===== src/ffira_pkg.sv =====
// ----------------------------------------------------------------------------
// ffira_pkg
// Shared types and codes for the first-fit interval room allocator.
// ----------------------------------------------------------------------------
package ffira_pkg;

   // Sequencer states.
   typedef enum logic [1:0] {
      ST_IDLE,
      ST_SCAN,
      ST_DRAIN,
      ST_DECIDE
   } state_type;

   // Result status codes.
   localparam logic [1:0] STAT_BOOKED  = 2'd0;
   localparam logic [1:0] STAT_OVERLAP = 2'd1;
   localparam logic [1:0] STAT_FULL    = 2'd2;
   localparam logic [1:0] STAT_UNUSED  = 2'd3;

   // Fixed field widths of the item formats.
   localparam int FIELD_TIME_W = 16;
   localparam int CFG_W        = 3;
   localparam logic [CFG_W-1:0] ROOMS_RESET = 3'd4;

endpackage


===== src/first_fit_interval_room_allocator.sv =====
// Sequence: ST_SCAN walks every slot, ST_DRAIN waits for the last read, and
// ST_DECIDE books and responds once the output register is free. The slot walk
// reads one slot of every room per cycle via each room's single memory read port.
// The block takes no new item until the current response is loaded.
// Synchronous active-high reset empties every calendar and sets the room
// count to four; no clearing pass is needed.
// ----------------------------------------------------------------------------
// first_fit_interval_room_allocator
// Books half-open intervals into the first room without overlap and a free slot.
// ----------------------------------------------------------------------------
module first_fit_interval_room_allocator
   import ffira_pkg::*;
#(
   parameter int ROOMS     = 4,
   parameter int SLOTS     = 16,
   parameter int TIME_BITS = 16
) (
   input  logic        clock,
   input  logic        reset,
   // Request channel. tdata: start_time [15:0], end_time [31:16].
   input  logic        req_tvalid,
   output logic        req_tready,
   input  logic [31:0] req_tdata,
   // Response channel. tdata: status [1:0], room_index [3:2], zero [7:4].
   output logic        rsp_tvalid,
   input  logic        rsp_tready,
   output logic [7:0]  rsp_tdata,
   // Room count register.
   input  logic        csr_wr_en,
   input  logic [2:0]  csr_wr_data
);

   localparam int TW      = (TIME_BITS < FIELD_TIME_W) ? TIME_BITS : FIELD_TIME_W;
   localparam int SLOT_AW = (SLOTS > 1) ? $clog2(SLOTS) : 1;
   localparam int CNT_W   = $clog2(SLOTS + 1);
   localparam int RIDX_W  = (ROOMS > 1) ? $clog2(ROOMS) : 1;
   localparam logic [SLOT_AW-1:0] LAST_SLOT = SLOT_AW'(SLOTS - 1);

   state_type state_ff, state_in;

   logic [CFG_W-1:0]   rooms_ff;
   logic [TW-1:0]      s_ff, e_ff;
   logic [SLOT_AW-1:0] addr_ff, addr_in;
   logic               rd_vld_ff;
   logic [SLOT_AW-1:0] rd_idx_ff;
   logic               rsp_tvalid_ff, rsp_tvalid_in;
   logic [7:0]         rsp_tdata_ff;

   logic               accept;
   logic               scan_active;
   logic               commit;
   logic [ROOMS-1:0]   room_en;
   logic [ROOMS-1:0]   conf_vec;
   logic [ROOMS-1:0]   full_vec;
   logic [ROOMS-1:0]   wr_vec;
   logic               found;
   logic               full_free;
   logic [RIDX_W-1:0]  pick_idx;
   logic [1:0]         status_sel;

   assign accept      = req_tvalid && req_tready;
   assign scan_active = (state_ff == ST_SCAN);

   // Room count register.
   always_ff @(posedge clock) begin
      if (reset) begin
         rooms_ff <= ROOMS_RESET;
      end else if (csr_wr_en) begin
         rooms_ff <= csr_wr_data;
      end
   end

   // Request capture, masked to the stored time width.
   always_ff @(posedge clock) begin
      if (accept) begin
         s_ff <= req_tdata[TW-1:0];
         e_ff <= req_tdata[FIELD_TIME_W+TW-1:FIELD_TIME_W];
      end
   end

   // Read pipeline tags: which slot the registered read data belongs to.
   always_ff @(posedge clock) begin
      if (reset) begin
         rd_vld_ff <= 1'b0;
      end else begin
         rd_vld_ff <= scan_active;
      end
      rd_idx_ff <= addr_ff;
   end

   // Per-room calendar: memories, fill count, read port and conflict flag.
   for (genvar r = 0; r < ROOMS; r++) begin : g_room
      logic [TW-1:0]    start_mem [SLOTS];
      logic [TW-1:0]    end_mem   [SLOTS];
      logic [TW-1:0]    rd_start_ff, rd_end_ff;
      logic [CNT_W-1:0] used_ff;
      logic             conf_ff;
      logic             hit;

      // A room takes part when its index is below the room count; room 0 always does.
      assign room_en[r]  = (r == 0) ? 1'b1 : ({29'd0, rooms_ff} > 32'(r));
      assign full_vec[r] = (used_ff == CNT_W'(SLOTS));
      assign conf_vec[r] = conf_ff;

      // Memory write on commit, memory read during the slot walk.
      always_ff @(posedge clock) begin
         if (wr_vec[r]) begin
            start_mem[used_ff[SLOT_AW-1:0]] <= s_ff;
            end_mem[used_ff[SLOT_AW-1:0]]   <= e_ff;
         end
         if (scan_active) begin
            rd_start_ff <= start_mem[addr_ff];
            rd_end_ff   <= end_mem[addr_ff];
         end
      end

      // Overlap test for the slot just read; only filled slots count.
      assign hit = rd_vld_ff && (CNT_W'(rd_idx_ff) < used_ff)
                   && (rd_start_ff < e_ff) && (s_ff < rd_end_ff);

      // Fill count and sticky conflict flag.
      always_ff @(posedge clock) begin
         if (reset) begin
            used_ff <= '0;
            conf_ff <= 1'b0;
         end else begin
            if (wr_vec[r]) begin
               used_ff <= used_ff + CNT_W'(1);
            end
            if (accept) begin
               conf_ff <= 1'b0;
            end else if (hit) begin
               conf_ff <= 1'b1;
            end
         end
      end
   end

   // First-fit choice over the enabled rooms; the lowest index wins.
   always_comb begin
      found     = 1'b0;
      full_free = 1'b0;
      pick_idx  = '0;
      wr_vec    = '0;
      for (int r = ROOMS - 1; r >= 0; r--) begin
         if (room_en[r] && !conf_vec[r]) begin
            if (full_vec[r]) begin
               full_free = 1'b1;
            end else begin
               found    = 1'b1;
               pick_idx = RIDX_W'(r);
            end
         end
      end
      for (int r = 0; r < ROOMS; r++) begin
         wr_vec[r] = commit && found && (pick_idx == RIDX_W'(r))
                     && room_en[r] && !conf_vec[r] && !full_vec[r];
      end
   end

   // Status code of the finished item.
   always_comb begin
      priority if (found) begin
         status_sel = STAT_BOOKED;
      end else if (full_free) begin
         status_sel = STAT_FULL;
      end else begin
         status_sel = STAT_OVERLAP;
      end
   end

   // Sequencer state and slot counter registers.
   always_ff @(posedge clock) begin
      if (reset) begin
         state_ff      <= ST_IDLE;
         addr_ff       <= '0;
         rsp_tvalid_ff <= 1'b0;
      end else begin
         state_ff      <= state_in;
         addr_ff       <= addr_in;
         rsp_tvalid_ff <= rsp_tvalid_in;
      end
   end

   // Response payload register; the room index is reported in two bits.
   always_ff @(posedge clock) begin
      if (commit) begin
         rsp_tdata_ff <= {4'd0, (found ? 2'(pick_idx) : 2'd0), status_sel};
      end
   end

   // Next state and sequencer controls.
   always_comb begin
      state_in      = state_ff;
      addr_in       = addr_ff;
      req_tready    = 1'b0;
      commit        = 1'b0;
      rsp_tvalid_in = rsp_tvalid_ff && !rsp_tready;
      unique case (state_ff)
         ST_IDLE: begin
            req_tready = 1'b1;
            addr_in    = '0;
            if (req_tvalid) begin
               state_in = ST_SCAN;
            end
         end
         ST_SCAN: begin
            if (addr_ff == LAST_SLOT) begin
               addr_in  = '0;
               state_in = ST_DRAIN;
            end else begin
               addr_in = addr_ff + SLOT_AW'(1);
            end
         end
         ST_DRAIN: begin
            state_in = ST_DECIDE;
         end
         ST_DECIDE: begin
            // Wait until the output register is free, then book and respond.
            if (!rsp_tvalid_ff || rsp_tready) begin
               commit        = 1'b1;
               rsp_tvalid_in = 1'b1;
               state_in      = ST_IDLE;
            end
         end
         default: begin
            state_in = ST_IDLE;
         end
      endcase
   end

   assign rsp_tvalid = rsp_tvalid_ff;
   assign rsp_tdata  = rsp_tdata_ff;

endmodule


===== config.mk =====
export PLATFORM = sky130hd
export DESIGN_NAME = first_fit_interval_room_allocator
export DESIGN_NICKNAME = d
export VERILOG_FILES = /design/src/ffira_pkg.sv /design/src/first_fit_interval_room_allocator.sv
export SDC_FILE = /design/constraint.sdc
export NUM_CORES = 2
export LEC_CHECK = 0
export BUFFER_PORTS_ARGS = -buffer_cell sky130_fd_sc_hd__buf_2
export CAP_MARGIN = 30
export CORE_ASPECT_RATIO = 0.9
export CORE_MARGIN = 2
export CORE_UTILIZATION = 52
export DETAILED_ROUTE_END_ITERATION = 8
export MAX_ROUTING_LAYER = met4
export PLACE_DENSITY = 0.71
export SYNTH_ARGS = -nofsm -noshare
export SYNTH_HDL_FRONTEND = slang
export SYNTH_SLANG_ARGS = --single-unit

===== constraint.sdc =====
create_clock -name clock -period 5.8 [get_ports clock]
set_input_delay 1.45 -clock clock [delete_from_list [all_inputs] [get_ports clock]]
set_output_delay 1.45 -clock clock [all_outputs]
set_load 0.02 [all_outputs]

==> results by group <==
Routing
  • Routed len/inst: 31.8 µm
  • Met3 wire length: 22.8 mm
  • DR pass1 iterations: 7
  • WL met2: 95.0 mm
  • Vias per Instance: 6.33
  • Total Wirelength: 204 mm
  • Metal-1 WL: 82.3 mm
  • First-iteration detailed-routing DRC count: 6,068
  • Remaining DRCs: 0
  • Max Used Layer: met4
  • Routed Antenna Nets: 0
  • Overall via count from detail_route: 40,600

GRT
  • First-pass GRT wire length: 292 mm
  • Overflow after GRT: 0
  • Global Route Usage Sum: 24.9%
  • Vias in the first global route: 39,900
  • Largest net degree at the start of global routing: 107
  • Antenna violations before repair: 17

Timing
  • Slew Limit Fails: 0
  • Fin Setup TNS: 0 ns
  • Setup violators final: 0
  • Rel. slew slack: 27.9%
  • Final Skew: 0.0354 ns
  • RSZ-0062 raised after global routing: false
  • Count of final hold-check violations: 0
  • Fmax achieved: 270 MHz
  • Fin crit share: 63.8%
  • Hold_ws: 0.526 ns
  • Slew @ Worst Pin: 1.08 ns
  • Final min period: 3.70 ns

Critical path
  • Crit path buf inv count: 1
  • R2r setup slk: 2.10 ns
  • WS Path Type: reg2reg
  • CP Max Fanout: 32
  • Critical path depth: 7
  • Critical path's top delay family: simple AND/OR/NAND/NOR gates
  • Reg2reg end: g_room[3].start_mem[7][2]
  • Required time of the critical path: 6.23 ns
  • Cell Chain, Critical Path: inv_1 > ha_1 > nand4bb_1 > o2111ai_1 > nor4_4 > nand2_1 > nor2_4
  • Max stage delay on crit path: 0.92 ns
  • Slowest cell on the critical path: nor2_4
  • Crit. End Element: flip-flop
  • CP startpoint: g_room[3].used_ff[0]
  • Worst Reg2Reg Path Length in Cells: 7
  • Worst EP arrival: 4.13 ns
  • Crit path launch type: flip-flop
  • Setup crit end: g_room[3].start_mem[7][2]
  • RR Startpoint: g_room[3].used_ff[0]

Synthesis
  • Async SR Flop Fraction: 0%
  • Ys Warns: 0
  • Synth Instances: 3,769
  • Ys flop type: edfxtp_1
  • Unique masters post-synth: 65
  • Mapped cell area: 0.0871 mm²
  • #FFs+latches synth: 2,251
  • Synthesized area per cell: 23.1 µm²
  • Fraction of the yosys area taken by sequential cells: 77.2%
  • Number of synthesized flops with an enable pin: 2,212

Place
  • Gp weighted congestion: 0.883
  • Placed Area: 0.0918 mm²
  • Post-placement cell count: 6,032
  • Port Buffers: 45
  • HPWL after DPL: 121 mm

Clock tree
  • Root Buffer: clkbuf_16
  • Hold buffers post-CTS: 0
  • Clock Latency Late Sink: 0.83 ns
  • # H-tree levels: 4
  • Number of setup buffers added after CTS: 0
  • Worst-path clk slew: 0.06 ns
  • Clock sinks: 2,251
  • Post_cts resized: 0
  • Bufs on Longest Clock Path: 3
  • CTS tree: done
  • CTS buffer count: 213

Floorplanning
  • Die W: 435 µm
  • Die area: 0.171 mm²
  • Die height: 392 µm
  • Starting density of the core: 52.3%
  • Core area: 0.166 mm²
  • Ports: 50
  • Row count: 142

Power
  • Clk pwr share: 34.1%
  • Combinational Power Share: 17.0%
  • Leak: 30.5 nW
  • PwrDens: 406 mW/mm²
  • Switching share of power: 25.7%
  • Psw: 0.0103 W
  • Flop pwr share: 48.9%
  • Worst vdd ir: 0.371 mV
  • Int Pwr: 0.0298 W

Min path
  • Worst hold path class: reg2reg

Status
  • Outcome: finished, final reports clean

Finish
  • Final #Nets: 4,212
  • Layout area overhead: 13.3%
  • Final Non-Filler Cells: 6,424
  • Layout cells sized above 1: 28.8%
  • Final instance area: 0.0986 mm²
  • Fillers: 11,400

Run
  • Max-cap violations: 0
==> power groups by stage <==
stage | registers [W] | logic (W) | clock network [W]
after detailed placement | 0.0200 | 0.00680 | 0
after floorplan | 0.0203 | 0.00378 | 0
after global routing | 0.0196 | 0.00724 | 0.0144
after CTS | 0.0196 | 0.00683 | 0.0138
final | 0.0196 | 0.00680 | 0.0137
after global placement | 0.0199 | 0.00663 | 0
==> metrics by stage <==
| stage | power [W] | setup WS, ns | util (%) |
|---|---|---|---|
| finish | 0.0401 | 2.10 | 59.3 |
| global route | 0.0413 | 2.12 | 59.3 |
| CTS | 0.0403 | 2.19 | 59.2 |
| detailed placement | 0.0268 | 1.42 | 55.1 |
| global placement | 0.0266 | 1.33 | 54.6 |
| floorplan | 0.0241 | 0.624 | - |
==> synth_stat cells, types with 23 or more instances <==
master	number	share of area [%]
nor3_1	23	0.13
clkbuf_1	80	0.34
ha_1	153	2.2
edfxtp_1	2212	76
inv_1	103	0.44
nand4_1	23	0.17
mux4_2	623	16
o21ai_0	30	0.17
a211oi_1	26	0.22
dfxtp_1	39	0.90
a21oi_1	69	0.40
buf_2	67	0.39
mux2i_1	25	0.29
nand2_1	53	0.23
nor2_1	96	0.41
==> registers in the layout (all words and copies together), names as in the netlist, 2 cells and up <==
register            count
e_ff                   16
g_room.used_ff         20
rsp_tdata               4
g_room.rd_end_ff       64
rooms_ff                3
g_room.rd_start_ff     64
state_ff                2
s_ff                   16
g_room.start_mem     1024
g_room.conf_ff          4
addr_ff                 4
g_room.end_mem       1024
rd_idx_ff               4
==> metal layers <==
layer  GRT usage, %  vias to the layer above
li1               -                    16400
met4           5.32                        0
met2           36.6                     2322
met5              -                        -
met3           4.90                      267
met1           36.9                    21600
==> how the worst min path moves through the flow <==
stage,startpoint,endpoint,slack [ns],depth (start not counted)
floorplan,addr_ff[2],rd_idx_ff[2],0.33,0
global placement,g_room[1].conf_ff,g_room[1].conf_ff,0.50,1
detailed placement,g_room[1].conf_ff,g_room[1].conf_ff,0.51,1
CTS,g_room[1].conf_ff,g_room[1].conf_ff,0.52,1
global route,g_room[1].conf_ff,g_room[1].conf_ff,0.53,1
finish,g_room[1].conf_ff,g_room[1].conf_ff,0.53,1
==> area by class of cell <==
type | instances | area [µm²] | share of cell area [%]
Sequential cell | 2251 | 67200 | 68.1
Multi-Input combinational cell | 1250 | 19100 | 19.4
Clock buffer | 276 | 5690 | 5.77
Tap cell | 2232 | 2790 | 2.83
Timing Repair Buffer | 200 | 2280 | 2.32
Clock inverter | 106 | 1110 | 1.13
Inverter | 103 | 387 | 0.392
Antenna cell | 6 | 15.0 | 0.0152
==> cells by family (layout without fill, tap and decap cells) <==
| kind of cell | after synthesis | after routing | synth area share, % |
|---|---|---|---|
| mux | 648 | 648 | 16.4 |
| compound gates | 167 | 167 | 1.19 |
| buf+inv | 271 | 685 | 1.34 |
| other cells | 1 | 10 | 0.00431 |
| fa+ha+maj | 153 | 153 | 2.20 |
| simple gates | 263 | 263 | 1.53 |
| xor+xnor | 15 | 15 | 0.151 |
| flops | 2251 | 2251 | 77.2 |
==> placed cells by master (no fill, tap or decap), drive strengths merged, types with 9 or more instances in the layout <==
cell type / count
buf: 200
nand3: 9
nand2: 54
o21ai: 30
nor3: 24
edfxtp: 2212
clkbuf: 276
nor2b: 21
mux4: 623
a211oi: 26
xnor2: 14
nand2b: 9
dfxtp: 39
a21o: 13
a21oi: 69
nor2: 96
ha: 153
bufinv: 22
inv: 108
clkinv: 73
mux2i: 25
nand4: 24
Note: power is estimated with default switching activity, not from simulation.
